$ cat src/rtl/smda_pkg.sv
// ----------------------------------------------------------------------------
// smda_pkg
// Shared types and constants for the signed multiply/divide ALU: operation
// codes, data width and the packed words on the input and output channels.
// ----------------------------------------------------------------------------
`default_nettype none

package smda_pkg;

    // Operand and result width.
    localparam int DATA_WIDTH = 32;
    // Iteration counter width: one step per operand bit.
    localparam int CNT_W      = $clog2(DATA_WIDTH);

    // Operation codes.
    localparam logic [2:0] FUNC_ADD = 3'd0;
    localparam logic [2:0] FUNC_SUB = 3'd1;
    localparam logic [2:0] FUNC_MUL = 3'd2;
    localparam logic [2:0] FUNC_DIV = 3'd3;
    localparam logic [2:0] FUNC_MOD = 3'd4;

    // Input word: operation and two's-complement operands.
    typedef struct packed {
        logic        [2:0]            func;
        logic signed [DATA_WIDTH-1:0] operand_a;
        logic signed [DATA_WIDTH-1:0] operand_b;
    } t_alu_in;

    // Output word: wrapped result and the zero-divisor flag.
    typedef struct packed {
        logic signed [DATA_WIDTH-1:0] result;
        logic                         divide_by_zero;
    } t_alu_out;

endpackage

`default_nettype wire

$ cat src/rtl/signed_integer_mul_div_alu.sv
// ----------------------------------------------------------------------------
// signed_integer_mul_div_alu
// Signed add, subtract, multiply (low half), truncating divide and modulo,
// built around one shared adder/subtractor stepped by a small sequencer.
// ----------------------------------------------------------------------------
//
//  Channel | Handshake                 | Word
//  --------+---------------------------+---------------------------------------
//  input   | i_in_valid / o_in_ready   | i_in_data  (func, operand_a, operand_b)
//  output  | o_out_valid / i_out_ready | o_out_data (result, divide_by_zero)
//
// Add, subtract, unused codes and a zero divisor take one step to load and
// one to form the result. Multiply and divide take one shift-add or
// restoring subtract step per bit through the shared adder, plus load and
// sign fix-up. The output word sits in its own register, so a new word is
// accepted while the previous result waits. A stalled output holds the
// sequencer in the fix-up step. Reset is synchronous and clears the
// sequencer and valid flag.
`default_nettype none

module signed_integer_mul_div_alu (
    input  wire                    i_clk,
    input  wire                    i_rst_n,
    input  wire                    i_in_valid,
    output logic                   o_in_ready,
    input  wire smda_pkg::t_alu_in i_in_data,
    output logic                   o_out_valid,
    input  wire                    i_out_ready,
    output smda_pkg::t_alu_out     o_out_data
);
    import smda_pkg::*;

    typedef enum logic [2:0] {
        S_IDLE = 3'b001,
        S_RUN  = 3'b010,
        S_FIX  = 3'b100
    } t_state;

    t_state                r_state, n_state;
    logic [2:0]            r_func, n_func;
    logic [DATA_WIDTH-1:0] r_x, n_x;       // multiplicand or divisor magnitude
    logic [DATA_WIDTH-1:0] r_q, n_q;       // multiplier or dividend/quotient
    logic [DATA_WIDTH-1:0] r_rem, n_rem;   // accumulator or partial remainder
    logic [CNT_W-1:0]      r_cnt, n_cnt;
    logic                  r_neg, n_neg;   // result needs negating
    logic                  r_dz, n_dz;
    logic                  r_out_valid, n_out_valid;
    t_alu_out              r_out, n_out;

    // Shared adder inputs.
    logic [DATA_WIDTH-1:0] add_p, add_s;
    logic                  add_sub;
    logic [DATA_WIDTH:0]   add_sum;

    logic [DATA_WIDTH-1:0] in_a, in_b, mag_a, mag_b, part_rem;
    logic                  sign_a, sign_b, out_free;

    assign in_a     = i_in_data.operand_a;
    assign in_b     = i_in_data.operand_b;
    assign sign_a   = in_a[DATA_WIDTH-1];
    assign sign_b   = in_b[DATA_WIDTH-1];
    assign mag_a    = sign_a ? (~in_a + 1'b1) : in_a;
    assign mag_b    = sign_b ? (~in_b + 1'b1) : in_b;
    assign part_rem = {r_rem[DATA_WIDTH-2:0], r_q[DATA_WIDTH-1]};
    assign out_free = !r_out_valid || i_out_ready;

    // The one adder/subtractor; the top bit is the carry out (no borrow).
    assign add_sum = {1'b0, add_p} + {1'b0, (add_sub ? ~add_s : add_s)}
                   + {{DATA_WIDTH{1'b0}}, add_sub};

    // Adder operand selection for the iteration and fix-up steps.
    always_comb begin
        add_p   = '0;
        add_s   = '0;
        add_sub = 1'b0;
        if (r_state == S_RUN) begin
            if (r_func == FUNC_MUL) begin
                add_p = r_rem;
                add_s = r_q[0] ? r_x : '0;
            end else begin
                add_p   = part_rem;
                add_s   = r_x;
                add_sub = 1'b1;
            end
        end else if (!r_dz) begin
            case (r_func)
                FUNC_ADD: begin
                    add_p = r_rem;
                    add_s = r_x;
                end
                FUNC_SUB: begin
                    add_p   = r_rem;
                    add_s   = r_x;
                    add_sub = 1'b1;
                end
                FUNC_MUL: begin
                    add_p = r_rem;
                end
                FUNC_DIV: begin
                    add_s   = r_q;
                    add_sub = r_neg;
                end
                FUNC_MOD: begin
                    add_s   = r_rem;
                    add_sub = r_neg;
                end
                default: begin
                    add_p = '0;
                end
            endcase
        end
    end

    // Sequencer and datapath next state.
    always_comb begin
        n_state     = r_state;
        n_func      = r_func;
        n_x         = r_x;
        n_q         = r_q;
        n_rem       = r_rem;
        n_cnt       = r_cnt;
        n_neg       = r_neg;
        n_dz        = r_dz;
        n_out       = r_out;
        n_out_valid = r_out_valid && !i_out_ready;
        o_in_ready  = (r_state == S_IDLE);

        case (r_state)
            S_IDLE: begin
                if (i_in_valid) begin
                    n_func  = i_in_data.func;
                    n_cnt   = '0;
                    n_dz    = 1'b0;
                    n_neg   = 1'b0;
                    n_state = S_FIX;
                    case (i_in_data.func)
                        FUNC_MUL: begin
                            n_x     = in_a;
                            n_q     = in_b;
                            n_rem   = '0;
                            n_state = S_RUN;
                        end
                        FUNC_DIV, FUNC_MOD: begin
                            n_x   = mag_b;
                            n_q   = mag_a;
                            n_rem = '0;
                            n_neg = (i_in_data.func == FUNC_DIV) ? (sign_a ^ sign_b)
                                                                : sign_a;
                            if (in_b == '0) begin
                                n_dz = 1'b1;
                            end else begin
                                n_state = S_RUN;
                            end
                        end
                        default: begin
                            n_rem = in_a;
                            n_x   = in_b;
                        end
                    endcase
                end
            end
            S_RUN: begin
                if (r_func == FUNC_MUL) begin
                    n_rem = add_sum[DATA_WIDTH-1:0];
                    n_x   = {r_x[DATA_WIDTH-2:0], 1'b0};
                    n_q   = {1'b0, r_q[DATA_WIDTH-1:1]};
                end else begin
                    n_rem = add_sum[DATA_WIDTH] ? add_sum[DATA_WIDTH-1:0] : part_rem;
                    n_q   = {r_q[DATA_WIDTH-2:0], add_sum[DATA_WIDTH]};
                end
                n_cnt = r_cnt + 1'b1;
                if (r_cnt == CNT_W'(DATA_WIDTH - 1)) begin
                    n_state = S_FIX;
                end
            end
            S_FIX: begin
                // Hand the word over once the output register is free.
                if (out_free) begin
                    n_out.result         = add_sum[DATA_WIDTH-1:0];
                    n_out.divide_by_zero = r_dz;
                    n_out_valid          = 1'b1;
                    n_state              = S_IDLE;
                end
            end
            default: begin
                n_state = S_IDLE;
            end
        endcase
    end

    // Control registers.
    always_ff @(posedge i_clk) begin
        if (!i_rst_n) begin
            r_state     <= S_IDLE;
            r_out_valid <= 1'b0;
        end else begin
            r_state     <= n_state;
            r_out_valid <= n_out_valid;
        end
    end

    // Datapath registers.
    always_ff @(posedge i_clk) begin
        r_func <= n_func;
        r_x    <= n_x;
        r_q    <= n_q;
        r_rem  <= n_rem;
        r_cnt  <= n_cnt;
        r_neg  <= n_neg;
        r_dz   <= n_dz;
        r_out  <= n_out;
    end

    assign o_out_valid = r_out_valid;
    assign o_out_data  = r_out;

endmodule

`default_nettype wire
$ cat config.mk
export PLATFORM = sky130hd
export DESIGN_NAME = signed_integer_mul_div_alu
export DESIGN_NICKNAME = d
export VERILOG_FILES = /design/src/rtl/smda_pkg.sv /design/src/rtl/signed_integer_mul_div_alu.sv
export SDC_FILE = /design/constraint.sdc
export NUM_CORES = 1
export LEC_CHECK = 0
export ABC_CLOCK_PERIOD_IN_PS = 4850
export BUFFER_PORTS_ARGS = -buffer_cell sky130_fd_sc_hd__buf_2
export CAP_MARGIN = 20
export CELL_PAD_IN_SITES_DETAIL_PLACEMENT = 0
export CELL_PAD_IN_SITES_GLOBAL_PLACEMENT = 2
export CORE_MARGIN = 2
export CORE_UTILIZATION = 34
export DETAILED_ROUTE_END_ITERATION = 6
export HOLD_SLACK_MARGIN = 0.06
export PLACE_DENSITY = 0.81
export SLEW_MARGIN = 30
export SYNTH_ARGS = -nofsm -noshare
export SYNTH_HDL_FRONTEND = slang
export SYNTH_SLANG_ARGS = --single-unit
export TNS_END_PERCENT = 100
$ cat constraint.sdc
create_clock -name i_clk -period 4.85 [get_ports i_clk]
set_input_delay 1.2125 -clock i_clk [delete_from_list [all_inputs] [get_ports i_clk]]
set_output_delay 1.2125 -clock i_clk [all_outputs]
set_load 0.01 [all_outputs]
## After elaboration in Yosys (flattened, before gate mapping)

Cells that the tools add are included.

- Register bits after elaboration: 143
- Bits of input ports: 71
- Word-level logic and storage cells: 95

- Bitwise logic cells: 4
- Eq/ne operators: 16
- $add $sub $neg: 5
- Reduce and logical (&&, ||, !) cells: 18
- Mux-type cells: 41

Operators by type and width:

| operator | count |
|---|---|
| $mux W32 | 19 |
| $pmux W32 S2 | 5 |
| $not A32 Y32 | 3 |
| $pmux W32 S3 | 1 |
| $add A32 B1 Y32 const B | 2 |
| $add A32 B32 Y33 | 1 |
| $add A33 B1 Y33 | 1 |
| $logic_not A32 Y1 | 1 |
| $eq A3 B2 Y1 const B | 5 |
| $mux W3 | 4 |
| $pmux W5 S2 | 1 |
| $eq A3 B3 Y1 const B | 3 |
| $pmux W3 S3 | 1 |
| $reduce_and A3 Y1 | 3 |
| $mux W1 | 7 |
| $eq A3 B1 Y1 const B | 2 |
| $pmux W3 S2 | 1 |
| $reduce_and A2 Y1 | 3 |
| $reduce_or A2 Y1 | 3 |
| $reduce_or A3 Y1 | 2 |
| $add A5 B1 Y5 const B | 1 |
| $eq A5 B5 Y1 const B | 1 |
| $mux W5 | 1 |
| $ne A2 B1 Y1 const B | 2 |
| 9 further kinds | 11 |

## Longest topological paths before layout

Gate-level depths: netlist (run 1).

- Depth in word-level cells: 12
- Mapped depth: 19
- Depth with buffers taken out: 15

## Least setup slack after synthesis (run 1)

OpenSTA, ideal clock, no wires.

- Path type: register to register
- Start point: reg r_state[1]
- End point: reg r_rem[16], data pin
- Data required time: 4.698 ns
- Period minus slack after synthesis: 4.860 ns
- Data arrival time: 4.708 ns
- Buffers on the path: 1
- Library setup time: 0.152 ns
- Stages on the path, launching flop included: 17
- Slack: -0.010 ns
- Cells stage by stage: dfxtp_1 -> nor3b_1 -> o31ai_1 -> a21oi_1 -> clkbuf_1 -> a22oi_1 -> xor2_1 -> fa_1 -> a211oi_1 -> nor3_1 -> or4_1 -> and3b_1 -> o221ai_1 -> or4b_2 -> o311ai_0 -> mux2i_1 -> o21ai_0

- Cells in the longest elaborated chain, start to end: 9
- Elaborated cells on any way between the ends: 12
- Classes of those cells: add/sub (2); eq/ne (2); mux (7); bitwise (1)

RTL lines:

| item | line | text |
|---|---|---|
| start: declaration | signed_integer_mul_div_alu.sv:39 | `t_state r_state, n_state;` |
| start signal: assignment | signed_integer_mul_div_alu.sv:197 | `r_state <= n_state;` |
| $eq A3 B2 Y1 * | signed_integer_mul_div_alu.sv:76 | `if (r_state == S_RUN) begin` |
| $mux W32 | signed_integer_mul_div_alu.sv:76 |  |
| $not A32 Y32 | signed_integer_mul_div_alu.sv:68 | `assign add_sum = {1'b0, add_p} + {1'b0, (add_sub ? ~add_s : add_s)}` |
| $mux W32 | signed_integer_mul_div_alu.sv:68 |  |
| $add A32 B32 Y33 | signed_integer_mul_div_alu.sv:68 |  |
| $add A33 B1 Y33 * | signed_integer_mul_div_alu.sv:69 | `+ {{DATA_WIDTH{1'b0}}, add_sub};` |
| via add_sum[16] | signed_integer_mul_div_alu.sv:53 | `logic [DATA_WIDTH:0] add_sum;` |
| $mux W32 | signed_integer_mul_div_alu.sv:168 | `n_rem = add_sum[DATA_WIDTH] ? add_sum[DATA_WIDTH-1:0] : part_rem;` |
| $mux W32 * | signed_integer_mul_div_alu.sv:163 | `if (r_func == FUNC_MUL) begin` |
| $pmux W32 S2 * | signed_integer_mul_div_alu.sv:128 | `case (r_state)` |
| via n_rem[16] | signed_integer_mul_div_alu.sv:43 | `logic [DATA_WIDTH-1:0] r_rem, n_rem;` |
| end signal: assignment | signed_integer_mul_div_alu.sv:207 | `r_rem <= n_rem;` |
| end: declaration | signed_integer_mul_div_alu.sv:43 |  |

Mark *: on every way through the listed nets, which the timed path passes. The rest lies on a longest branch.
A chain may end at the register's enable or synchronous reset.

## Worst setup path in the final report (run 1)

- Start point: reg r_func[2]
- End point: reg r_rem[16], data pin

- Cells in the longest elaborated chain, start to end: 12
- Elaborated cells on any way between the ends: 27
- Classes of those cells: add/sub (2); eq/ne (4); mux (16); bitwise (1); reduce/logical (4)

RTL lines:

| item | line | text |
|---|---|---|
| start: declaration | signed_integer_mul_div_alu.sv:40 | `logic [2:0] r_func, n_func;` |
| start signal: assignment | signed_integer_mul_div_alu.sv:204 | `r_func <= n_func;` |
| $eq A3 B1 Y1 or $logic_not A3 Y1 (tied branches) | signed_integer_mul_div_alu.sv:86 | `case (r_func)` |
| $reduce_or A2 Y1 (no source line) | -- |  |
| $pmux W32 S3 | signed_integer_mul_div_alu.sv:86 |  |
| $mux W32 | signed_integer_mul_div_alu.sv:85 | `end else if (!r_dz) begin` |
| $mux W32 | signed_integer_mul_div_alu.sv:76 |  |
| $not A32 Y32 | signed_integer_mul_div_alu.sv:68 |  |
| $mux W32 | signed_integer_mul_div_alu.sv:68 |  |
| $add A32 B32 Y33 | signed_integer_mul_div_alu.sv:68 |  |
| $add A33 B1 Y33 * | signed_integer_mul_div_alu.sv:69 |  |
| via add_sum[16] | signed_integer_mul_div_alu.sv:53 |  |
| $mux W32 | signed_integer_mul_div_alu.sv:168 |  |
| $mux W32 * | signed_integer_mul_div_alu.sv:163 |  |
| $pmux W32 S2 * | signed_integer_mul_div_alu.sv:128 |  |
| via n_rem[16] | signed_integer_mul_div_alu.sv:43 |  |

Marked as above.

==> tab_implementation.tex, run 1 <==
\begin{tabular}{lr}
\hline
Metric & Value \\
\hline
\multicolumn{2}{l}{\textbf{Synth}} \\
Synthesis warning total & 0 \\
Share of the yosys chip area belonging to registers & 35.2\% \\
Share of synthesized registers carrying an async set or reset & 0\% \\
Synthesized flop and latch total & 143 \\
Biggest area consumer among synthesized cells & sky130\_fd\_sc\_hd\_\_edfxtp\_1 \\
Post-synth EDFFs & 139 \\
Number of distinct library cells after synthesis & 73 \\
Netlist Area Pre-Place & 0.0121 mm2 \\
Proportion of netlist area held by the largest area contributor & 34.6\% \\
Synth Net Count & 1,517 \\
Mapped Avg Cell Area & 8.57 um2 \\
Flip-flop cell with the highest count after synthesis & sky130\_fd\_sc\_hd\_\_edfxtp\_1 \\
Top cells by area, synth & sky130\_fd\_sc\_hd\_\_edfxtp\_1, sky130\_fd\_sc\_hd\_\_xor2\_1, sky130\_fd\_sc\_hd\_\_a22o\_1, sky130\_fd\_sc\_hd\_\_nand2\_1, sky130\_fd\_sc\_hd\_\_o21ai\_0 \\
Post-Syn Instances & 1,410 \\
\multicolumn{2}{l}{\textbf{Timing}} \\
Final critical-path share of the clock period & 94.8\% \\
Final TNS setup & 0 ps \\
Measured slew at the worst slew-check pin & 697 ps \\
Final setup fails & 0 \\
Maximum clock frequency & 218 MHz \\
Final number of hold-violating endpoints & 0 \\
Relative max-transition margin & 53.5\% \\
Final Worst Setup Slack & 253 ps \\
Final number of max-transition violations & 0 \\
Largest clock skew in the final design & 14.5 ps \\
RSZ-0062 raised after global routing & false \\
Tmin final & 4600 ps \\
\multicolumn{2}{l}{\textbf{Final layout}} \\
Leading cell type in the layout, fill and taps excluded & sky130\_fd\_sc\_hd\_\_nand2\_1 \\
Total Nets Final & 1,575 \\
Area growth, synth to finish & 14.9\% \\
Most used cells in the layout excluding fill and tap cells & sky130\_fd\_sc\_hd\_\_nand2\_1, sky130\_fd\_sc\_hd\_\_edfxtp\_1, sky130\_fd\_sc\_hd\_\_nor2\_1 \\
Layout cells sized above 1 & 14.8\% \\
Antenna fix cells & 0 \\
\multicolumn{2}{l}{\textbf{Worst hold path}} \\
Worst hold path startpoint & o\_out\_valid \\
Hold/Removal Path Class & register to register \\
Hold worst-path end & o\_out\_valid \\
Cell depth of the worst hold path & 2 \\
\multicolumn{2}{l}{\textbf{Floorplan}} \\
Row count & 69 \\
Height of the chip & 192 um \\
I/O pin total & 106 \\
Die Wd & 192 um \\
Core area & 0.0353 mm2 \\
Starting density of the core & 34.2\% \\
Die Footprint & 0.0370 mm2 \\
\multicolumn{2}{l}{\textbf{GRT}} \\
Total global-route track usage & 22.8\% \\
First-pass GRT wire length & 64,500 um \\
Maximum number of pins on one net before global-route repair & 63 \\
Via count of the first global-routing pass & 10,500 \\
Overflow left after global routing & 0 \\
Antenna violations before repair & 0 \\
\multicolumn{2}{l}{\textbf{Clock tree}} \\
TritonCTS buffer count & 17 \\
Clock tree from TritonCTS & built \\
Number of H-tree branching levels & 4 \\
Worst-case clock buffer depth & 2 \\
Clock slew seen by the registers of the worst setup and hold paths & 70 ps \\
CTS sink count & 143 \\
Root Buffer & sky130\_fd\_sc\_hd\_\_clkbuf\_16 \\
Clock latency at the later pin of the worst-skew pair & 440 ps \\
\multicolumn{2}{l}{\textbf{Drt}} \\
Remaining DRCs & 0 \\
Per-cell via count in the routed design & 5.87 \\
Number of DRC markers in iteration 0 & 1,190 \\
Final ANT Viol Nets & 0 \\
Number of search-and-repair iterations in the first detailed-routing pass & 5 \\
Vias post-DR & 11,400 \\
Routed len/inst & 21.4 um \\
Wire length after detailed routing & 41,700 um \\
\multicolumn{2}{l}{\textbf{Worst setup path}} \\
Count of buffering cells on the critical path with inverters included & 1 \\
Worst reg2reg endpoint & r\_rem[16] \\
Cell-by-cell listing of the critical path & or3b\_2, o21ai\_1, o22ai\_2, mux2\_2, inv\_1, fa\_1, a211oi\_2, nor3\_1, or4\_1, and3b\_1, o221ai\_1, or4b\_2, o311ai\_0, mux2i\_1, o21ai\_0 \\
Length in cells of the worst reg-to-reg path & 15 \\
Kind of cell adding the most delay to the critical path & simple AND/OR/NAND/NOR gates \\
Worst path slowest cell & sky130\_fd\_sc\_hd\_\_or4b\_2 \\
Endpoint class of the critical path & register \\
Launching point of the worst reg2reg path & r\_func[2] \\
CP Class & register to register \\
Arrival time at the worst endpoint & 4880 ps \\
Startpoint class of the critical path & register \\
Required time at the worst-slack endpoint & 5130 ps \\
Worst-path maximum fanout & 8 \\
Setup slack of the most critical reg-to-reg path & 250 ps \\
Largest stage delay on the critical path & 590 ps \\
\multicolumn{2}{l}{\textbf{Place}} \\
\# port buffers & 105 \\
Worst setup slack before clock tree synthesis & 123 ps \\
RePlAce Congestion & 0.855 \\
Half-perimeter wire length after detailed placement & 31,200 um \\
\multicolumn{2}{l}{\textbf{Power}} \\
Pwr Density & 292 mW/mm2 \\
Maximum VDD drop & 0.220 mV \\
Static leakage & 5.17 nW \\
Total power consumption of the routed design & 0.00406 W \\
\multicolumn{2}{l}{\textbf{Flow run}} \\
Number of maximum-capacitance violations & 0 \\
\multicolumn{2}{l}{\textbf{Run status}} \\
Result of the run & finished clean \\
\hline
\end{tabular}
## metrics by stage
step / std cells / cell area [um2] / util, % / hold WS [ps]
3_5_place_dp: 1909 / 13200 / 37.5 / 569
5_1_grt: 1942 / 13900 / 39.3 / 623
3_3_place_gp: 1909 / 13200 / 37.5 / 557
2_1_floorplan: 1410 / 12100 / - / 510
4_1_cts: 1941 / 13800 / 39.2 / 578
6_report: 1942 / 13900 / 39.3 / 582
## tightest hold or removal path, cell delays in order, from the launching register on
cell and delay, ps:
sky130_fd_sc_hd__dfxtp_1 310, sky130_fd_sc_hd__nand2b_1 130, sky130_fd_sc_hd__a21boi_0 100
## layout make-up
class / count / area [um2]
multi-input combinational: 1129 / 7410
clock buffer: 18 / 429
sequential: 143 / 4260
fill: 3612 / 21400
tap: 461 / 577
inverter: 22 / 82.6
timing repair buffer: 155 / 936
clock inverter: 14 / 185
## what timing repair did
action | in CTS | in global routing
setup buffers | 0 | 1
gates resized for setup | 0 | 8
endpoints found under the setup margin | 0 | 24
hold buffers | 0 | 0
## synth_stat cells (all sizes together), types with 7 or more instances
cell and instances:
nand3 49, a22oi 38, inv 20, nor2 125, clkbuf 106, or3 16
o221ai 9, edfxtp 139, a21o 30, a211oi 34, and2 7, a311oi 8
nor4 8, a22o 67, o21ai 109, o211ai 14, a31oi 46, a21oi 77
or4 11, maj3 9, xor2 68, buf 10, o31ai 25, nand2 153
nor3b 8, o22ai 10, o21bai 9, nor2b 8, ha 35, xnor2 21
nor3 14, mux2i 37
## flip-flops by register name, summed over array words and instances (netlist names)
register     flops
r_state          3
r_x             32
r_dz             1
r_q             32
r_func           3
o_out_data      33
r_neg            1
o_out_valid      1
r_rem           32
r_cnt            5
## metal layers
metal	up-vias	global-route usage, %	routed length [um]
li1	5509	-	-
met1	5487	36.1	21300
met2	380	32.5	17500
met3	32	2.62	2410
met4	0	5.11	499
met5	-	0	0
## worst max-delay path by stage
stage                 to  depth (start not counted)  slack (ps)      start
5_1_grt        r_rem[16]                         15           5  r_func[2]
4_1_cts        r_rem[16]                         15         140  r_func[2]
6_report       r_rem[16]                         15         250  r_func[2]
2_1_floorplan  r_rem[16]                         16          80  r_func[1]
3_5_place_dp   r_rem[16]                         15         120  r_func[2]
3_3_place_gp   r_rem[16]                         15         290  r_func[2]
## where the power goes
part           switching (W)  internal (W)
combinational       0.000675      0.000391
clock               0.000596      0.000820
sequential         0.0000867       0.00149
## cells by family (layout without fill, tap and decap cells)
kind of cell	after synthesis	count (layout)	share of synthesized area [%]
compound gates	523	523	29.5
xor+xnor	89	89	6.45
fa+ha+maj	45	45	4.54
buf+inv	138	209	4.39
flops	143	143	35.2
mux	40	40	3.35
simple gates	432	432	16.5
No activity file was read; power rests on OpenSTA's default activity.
==> run 2, diff against run 1 <==
Settings changed: ABC_CLOCK_PERIOD_IN_PS 4850 to 4100, CAP_MARGIN 20 to 10, SETUP_SLACK_MARGIN set to 0.5.
Clock period 4.85 ns to 4.1 ns, I/O delays scaled along.
==> tab_implementation.tex, run 2 (synthesis results as in run 1) <==
\begin{tabular}{lr}
\hline
Metric & Value \\
\hline
\multicolumn{2}{l}{\textbf{Place}} \\
Worst setup slack before clock tree synthesis & -232 ps \\
RePlAce Congestion & 0.908 \\
Half-perimeter wire length after detailed placement & 32,400 um \\
Post-place instance area & 0.0142 mm2 \\
\# port buffers & 105 \\
\multicolumn{2}{l}{\textbf{Final layout}} \\
Antenna fix cells & 0 \\
Layout cells sized above 1 & 34.8\% \\
Post-layout instance area & 0.0170 mm2 \\
Area growth, synth to finish & 41.0\% \\
Total Nets Final & 1,763 \\
Share of the core filled with cells in the final layout & 48.2\% \\
Most used cells in the layout excluding fill and tap cells & sky130\_fd\_sc\_hd\_\_buf\_4, sky130\_fd\_sc\_hd\_\_nand2\_1, sky130\_fd\_sc\_hd\_\_edfxtp\_1 \\
Leading cell type in the layout, fill and taps excluded & sky130\_fd\_sc\_hd\_\_buf\_4 \\
Number of flip-flops in the largest register & 33 \\
\multicolumn{2}{l}{\textbf{Timing}} \\
Final hold slack & 584 ps \\
Relative max-transition margin & 46.6\% \\
Maximum clock frequency & 240 MHz \\
RSZ-0062 raised after global routing & true \\
Final setup fails & 18 \\
Measured slew at the worst slew-check pin & 799 ps \\
Final number of hold-violating endpoints & 0 \\
Tmin final & 4170 ps \\
Final number of max-transition violations & 0 \\
Final Worst Setup Slack & -72.6 ps \\
Largest clock skew in the final design & 17.9 ps \\
Final critical-path share of the clock period & 102\% \\
\multicolumn{2}{l}{\textbf{Worst setup path}} \\
Kind of cell adding the most delay to the critical path & simple AND/OR/NAND/NOR gates \\
Worst path slowest cell & sky130\_fd\_sc\_hd\_\_edfxtp\_1 \\
Length in cells of the worst reg-to-reg path & 16 \\
Worst-path maximum fanout & 4 \\
Cell-by-cell listing of the critical path & buf\_6, or3b\_4, o21ai\_4, o22ai\_4, mux2\_4, inv\_4, fa\_2, a211oi\_4, nor3\_4, or4\_4, and3b\_2, o221ai\_2, or4b\_4, o311ai\_4, mux2i\_1, o21ai\_1 \\
Arrival time at the worst endpoint & 4480 ps \\
Largest stage delay on the critical path & 500 ps \\
CP Class & register to register \\
Launching point of the worst reg2reg path & r\_func[0] \\
Worst reg2reg endpoint & r\_rem[16] \\
Required time at the worst-slack endpoint & 4410 ps \\
Endpoint class of the critical path & register \\
Count of buffering cells on the critical path with inverters included & 2 \\
Setup slack of the most critical reg-to-reg path & -70 ps \\
Startpoint class of the critical path & register \\
\multicolumn{2}{l}{\textbf{Power}} \\
Total power consumption of the routed design & 0.00529 W \\
Pwr Density & 311 mW/mm2 \\
Static leakage & 6.52 nW \\
Maximum VDD drop & 0.278 mV \\
\multicolumn{2}{l}{\textbf{GRT}} \\
Maximum number of pins on one net before global-route repair & 72 \\
Total global-route track usage & 24.0\% \\
Overflow left after global routing & 0 \\
Via count of the first global-routing pass & 11,200 \\
Antenna violations before repair & 0 \\
First-pass GRT wire length & 68,000 um \\
\multicolumn{2}{l}{\textbf{Clock tree}} \\
Number of H-tree branching levels & 4 \\
CTS sink count & 143 \\
Worst-case clock buffer depth & 2 \\
TritonCTS buffer count & 17 \\
Root Buffer & sky130\_fd\_sc\_hd\_\_clkbuf\_16 \\
Clock latency at the later pin of the worst-skew pair & 450 ps \\
Clock slew seen by the registers of the worst setup and hold paths & 70 ps \\
Clock tree from TritonCTS & built \\
\multicolumn{2}{l}{\textbf{Drt}} \\
Number of search-and-repair iterations in the first detailed-routing pass & 5 \\
Final ANT Viol Nets & 0 \\
Per-cell via count in the routed design & 5.83 \\
Remaining DRCs & 0 \\
Number of DRC markers in iteration 0 & 1,173 \\
Vias post-DR & 12,400 \\
Wire length after detailed routing & 46,700 um \\
Routed len/inst & 21.9 um \\
\multicolumn{2}{l}{\textbf{Worst hold path}} \\
Cell depth of the worst hold path & 2 \\
Hold worst-path end & o\_out\_valid \\
Hold/Removal Path Class & register to register \\
Worst hold path startpoint & o\_out\_valid \\
\multicolumn{2}{l}{\textbf{Run status}} \\
Result of the run & complete, but fails checks \\
Failing checks & negative setup slack \\
\multicolumn{2}{l}{\textbf{Floorplan}} \\
Core area & 0.0353 mm2 \\
I/O pin total & 106 \\
Die Wd & 192 um \\
Height of the chip & 192 um \\
Row count & 69 \\
Starting density of the core & 34.2\% \\
Die Footprint & 0.0370 mm2 \\
\multicolumn{2}{l}{\textbf{Flow run}} \\
Number of maximum-capacitance violations & 0 \\
\hline
\end{tabular}
## run 2: metrics by stage
step / std cells / setup TNS (ps)
global placement: 2014 / -1940
global route: 2130 / -4900
finish: 2130 / -658
floorplan: 1410 / 0
detailed placement: 2014 / -2930
CTS: 2091 / -35.3
## run 2: power by group
part | total, W | switching [W] | internal [W]
registers | 0.00187 | 0.000111 | 0.00176
clock network | 0.00147 | 0.000692 | 0.000773
logic | 0.00196 | 0.00105 | 0.000910
total | 0.00529 | 0.00185 | 0.00344
## run 2: per-layer routing
layer	up-vias	GRT usage, %	share of wire (%)
met5	-	0	0
met4	0	5.40	1.9
met3	62	2.73	5.9
met2	453	35.6	45
met1	6012	36.9	48
li1	5885	-	-
## run 2: worst max-delay path by stage
stage               start   endpoint  slack [ps]  cells after the start
2_1_floorplan   r_func[0]  r_rem[16]          90                     17
6_report        r_func[0]  r_rem[16]         -70                     16
4_1_cts        r_state[2]  r_rem[16]         -20                     15
5_1_grt         r_func[0]  r_rem[16]        -250                     16
3_5_place_dp        r_neg  r_rem[14]        -230                     15
3_3_place_gp        r_neg  r_rem[14]        -180                     15
## run 2: cell type report
| cell class | count | area (um2) |
|---|---|---|
| fill | 3302 | 18300 |
| inverter | 22 | 91.3 |
| clock inverter | 13 | 90.1 |
| sequential | 143 | 4260 |
| timing repair buffer | 343 | 2960 |
| clock buffer | 19 | 433 |
| tap | 461 | 577 |
| multi-input combinational | 1129 | 8620 |
## run 2: worst reg2reg max path: cells and delay by family (launching register included)
family,cells,cell delay [ps]
compound gates,6,980
simple gates,5,1650
mux,2,350
flops,1,500
fa+ha+maj,1,360
buf+inv,2,200
## run 2: repair_timing
| item | 4_1_cts | 5_1_grt |
|---|---|---|
| buffers inserted | 40 | 31 |
| cloned | 5 | 8 |
| pin swaps | 48 | 91 |
| endpoints found under the setup margin | 55 | 63 |
| hold buffers | 0 | 0 |
| gates resized for setup | 132 | 151 |
==> run 3, diff against run 2 <==
Settings changed: ABC_CLOCK_PERIOD_IN_PS 4100 to 3700, CTS_BUF_LIST set to sky130_fd_sc_hd__clkbuf_8 sky130_fd_sc_hd__clkbuf_16.
Clock period 4.1 ns to 3.7 ns, I/O delays scaled along.
==> tab_implementation.tex, run 3 (synthesis results as in run 1) <==
\begin{tabular}{lr}
\hline
Metric & Value \\
\hline
\multicolumn{2}{l}{\textbf{Timing}} \\
Relative max-transition margin & 43.9\% \\
Final hold slack & 565 ps \\
Final number of hold-violating endpoints & 0 \\
Measured slew at the worst slew-check pin & 842 ps \\
Final setup fails & 52 \\
Final critical-path share of the clock period & 113\% \\
Maximum clock frequency & 239 MHz \\
Final number of max-transition violations & 0 \\
Final Worst Setup Slack & -478 ps \\
Largest clock skew in the final design & 13.5 ps \\
Tmin final & 4180 ps \\
RSZ-0062 raised after global routing & true \\
\multicolumn{2}{l}{\textbf{Power}} \\
Combinational cell fraction of total power & 37.2\% \\
Share of power burned in the clock network & 28.6\% \\
Internal power & 0.00401 W \\
Switching Fraction & 33.5\% \\
Sequential Power Share & 34.2\% \\
Pwr Density & 338 mW/mm2 \\
Static leakage & 7.03 nW \\
Maximum VDD drop & 0.274 mV \\
P\_sw & 0.00202 W \\
\multicolumn{2}{l}{\textbf{Worst setup path}} \\
CP Class & register to register \\
Cell-by-cell listing of the critical path & mux2\_2, or3\_4, o22ai\_4, mux2\_4, inv\_4, fa\_2, a211oi\_4, nor3\_2, or4\_4, and3b\_2, o221ai\_2, or4b\_4, o311ai\_4, mux2i\_1, o21ai\_1 \\
Logic depth of the worst setup path including buffers & 15 \\
Endpoint class of the critical path & register \\
Largest stage delay on the critical path & 510 ps \\
Worst reg2reg endpoint & r\_rem[16] \\
Launching point of the worst reg2reg path & r\_func[0] \\
Arrival time at the worst endpoint & 4470 ps \\
Setup slack of the most critical reg-to-reg path & -480 ps \\
Worst setup path end & r\_rem[16] \\
Start point of the critical path & r\_func[0] \\
Count of buffering cells on the critical path with inverters included & 1 \\
Required time at the worst-slack endpoint & 3990 ps \\
Worst-path maximum fanout & 2 \\
Kind of cell adding the most delay to the critical path & simple AND/OR/NAND/NOR gates \\
Startpoint class of the critical path & register \\
Worst path slowest cell & sky130\_fd\_sc\_hd\_\_or4b\_4 \\
Length in cells of the worst reg-to-reg path & 15 \\
\multicolumn{2}{l}{\textbf{Final layout}} \\
Layout cells sized above 1 & 38.6\% \\
Leading cell type in the layout, fill and taps excluded & sky130\_fd\_sc\_hd\_\_buf\_4 \\
Area growth, synth to finish & 47.5\% \\
Antenna fix cells & 0 \\
Number of flip-flops in the largest register & 33 \\
Total Nets Final & 1,851 \\
Share of the core filled with cells in the final layout & 50.5\% \\
Most used cells in the layout excluding fill and tap cells & sky130\_fd\_sc\_hd\_\_buf\_4, sky130\_fd\_sc\_hd\_\_nand2\_1, sky130\_fd\_sc\_hd\_\_edfxtp\_1 \\
\multicolumn{2}{l}{\textbf{GRT}} \\
Total global-route track usage & 24.2\% \\
First-pass GRT wire length & 68,500 um \\
Maximum number of pins on one net before global-route repair & 72 \\
Antenna violations before repair & 0 \\
Via count of the first global-routing pass & 11,700 \\
Overflow left after global routing & 0 \\
\multicolumn{2}{l}{\textbf{Floorplan}} \\
Starting density of the core & 34.2\% \\
Row count & 69 \\
Core area & 0.0353 mm2 \\
Height of the chip & 192 um \\
I/O pin total & 106 \\
Die Footprint & 0.0370 mm2 \\
Die Wd & 192 um \\
\multicolumn{2}{l}{\textbf{Clock tree}} \\
Clock slew seen by the registers of the worst setup and hold paths & 60 ps \\
Number of H-tree branching levels & 4 \\
Root Buffer & sky130\_fd\_sc\_hd\_\_clkbuf\_16 \\
Worst-case clock buffer depth & 2 \\
TritonCTS buffer count & 17 \\
CTS sink count & 143 \\
Hold buffer count at CTS & 0 \\
Clock latency at the later pin of the worst-skew pair & 440 ps \\
Clock tree from TritonCTS & built \\
\multicolumn{2}{l}{\textbf{Drt}} \\
Number of DRC markers in iteration 0 & 935 \\
Per-cell via count in the routed design & 5.68 \\
Number of search-and-repair iterations in the first detailed-routing pass & 5 \\
Wire length after detailed routing & 45,700 um \\
Remaining DRCs & 0 \\
Vias post-DR & 12,600 \\
Final ANT Viol Nets & 0 \\
Routed len/inst & 20.6 um \\
\multicolumn{2}{l}{\textbf{Run status}} \\
Failing checks & negative setup slack \\
Result of the run & complete, but fails checks \\
\multicolumn{2}{l}{\textbf{Worst hold path}} \\
Hold/Removal Path Class & register to register \\
Worst hold path startpoint & o\_out\_valid \\
\multicolumn{2}{l}{\textbf{Place}} \\
Half-perimeter wire length after detailed placement & 33,100 um \\
Worst setup slack before clock tree synthesis & -548 ps \\
\# port buffers & 105 \\
RePlAce Congestion & 0.887 \\
\multicolumn{2}{l}{\textbf{Flow run}} \\
Number of maximum-capacitance violations & 0 \\
\hline
\end{tabular}
[run 3: cell types whose count changed in the layout (fill, tap and decap cells not counted), moves of 5 or more]
cell                        before  now
sky130_fd_sc_hd__buf_4         167  256
sky130_fd_sc_hd__o31ai_1        16   11
sky130_fd_sc_hd__a22oi_1        12   34
sky130_fd_sc_hd__nor2_1        117  112
sky130_fd_sc_hd__a22oi_2        26    4
sky130_fd_sc_hd__o31ai_4         5   12
sky130_fd_sc_hd__clkbuf_16      24   17
sky130_fd_sc_hd__o21ai_0        73   68
sky130_fd_sc_hd__buf_6          40   47
[run 3: worst min-delay path by stage]
stage	cells after the start	endpoint	slack (ps)
final	2	o_out_valid	570
after global routing	2	o_out_valid	600
after CTS	2	o_out_valid	570
after detailed placement	2	o_out_valid	560
after global placement	2	o_out_valid	550
after floorplan	2	r_x[21]	510
[run 3: area by class of cell]
cell class / count / area (um2)
Fill cell: 3247 / 17500
Timing Repair Buffer: 431 / 3500
Clock inverter: 15 / 146
Sequential cell: 143 / 4260
Inverter: 22 / 87.6
Tap cell: 461 / 577
Multi-Input combinational cell: 1129 / 8830
Clock buffer: 17 / 425
[run 3: power groups by stage]
stage / logic [W] / clock network, W / registers (W)
after global routing: 0.00241 / 0.00180 / 0.00207
after CTS: 0.00209 / 0.00175 / 0.00205
final: 0.00224 / 0.00172 / 0.00206
after detailed placement: 0.00175 / 0 / 0.00209
after floorplan: 0.000979 / 0 / 0.00204
after global placement: 0.00174 / 0 / 0.00208
[run 3: metrics by stage]
step / cells / area [um2] / TNS (ps) / total power (W)
2_1_floorplan: 1410 / 12500 / -4130 / 0.00302
3_3_place_gp: 2115 / 15200 / -16460 / 0.00382
3_5_place_dp: 2115 / 15200 / -18600 / 0.00384
4_1_cts: 2194 / 17200 / -13970 / 0.00589
5_1_grt: 2218 / 17800 / -24230 / 0.00628
6_report: 2218 / 17800 / -17010 / 0.00603
[run 3: metal layers]
| layer | GRT usage (%) | vias up | part of all wire [%] |
|---|---|---|---|
| met5 | 0 | - | 0 |
| met4 | 6.69 | 0 | 1.8 |
| met3 | 3.31 | 44 | 5.8 |
| met2 | 36.5 | 412 | 45 |
| met1 | 35.9 | 6090 | 48 |
| li1 | - | 6056 | - |
[run 3: repair_timing]
item	4_1_cts	5_1_grt
gates resized for setup	193	95
pin swaps	89	61
buffers inserted	42	23
setup endpoints to repair	73	80
cloned	5	1
[run 3: tightest hold or removal path: cells and delay by family, from the launching register on]
family / cells / cell delay (ps)
flops: 1 / 310
simple gates: 1 / 120
compound gates: 1 / 90
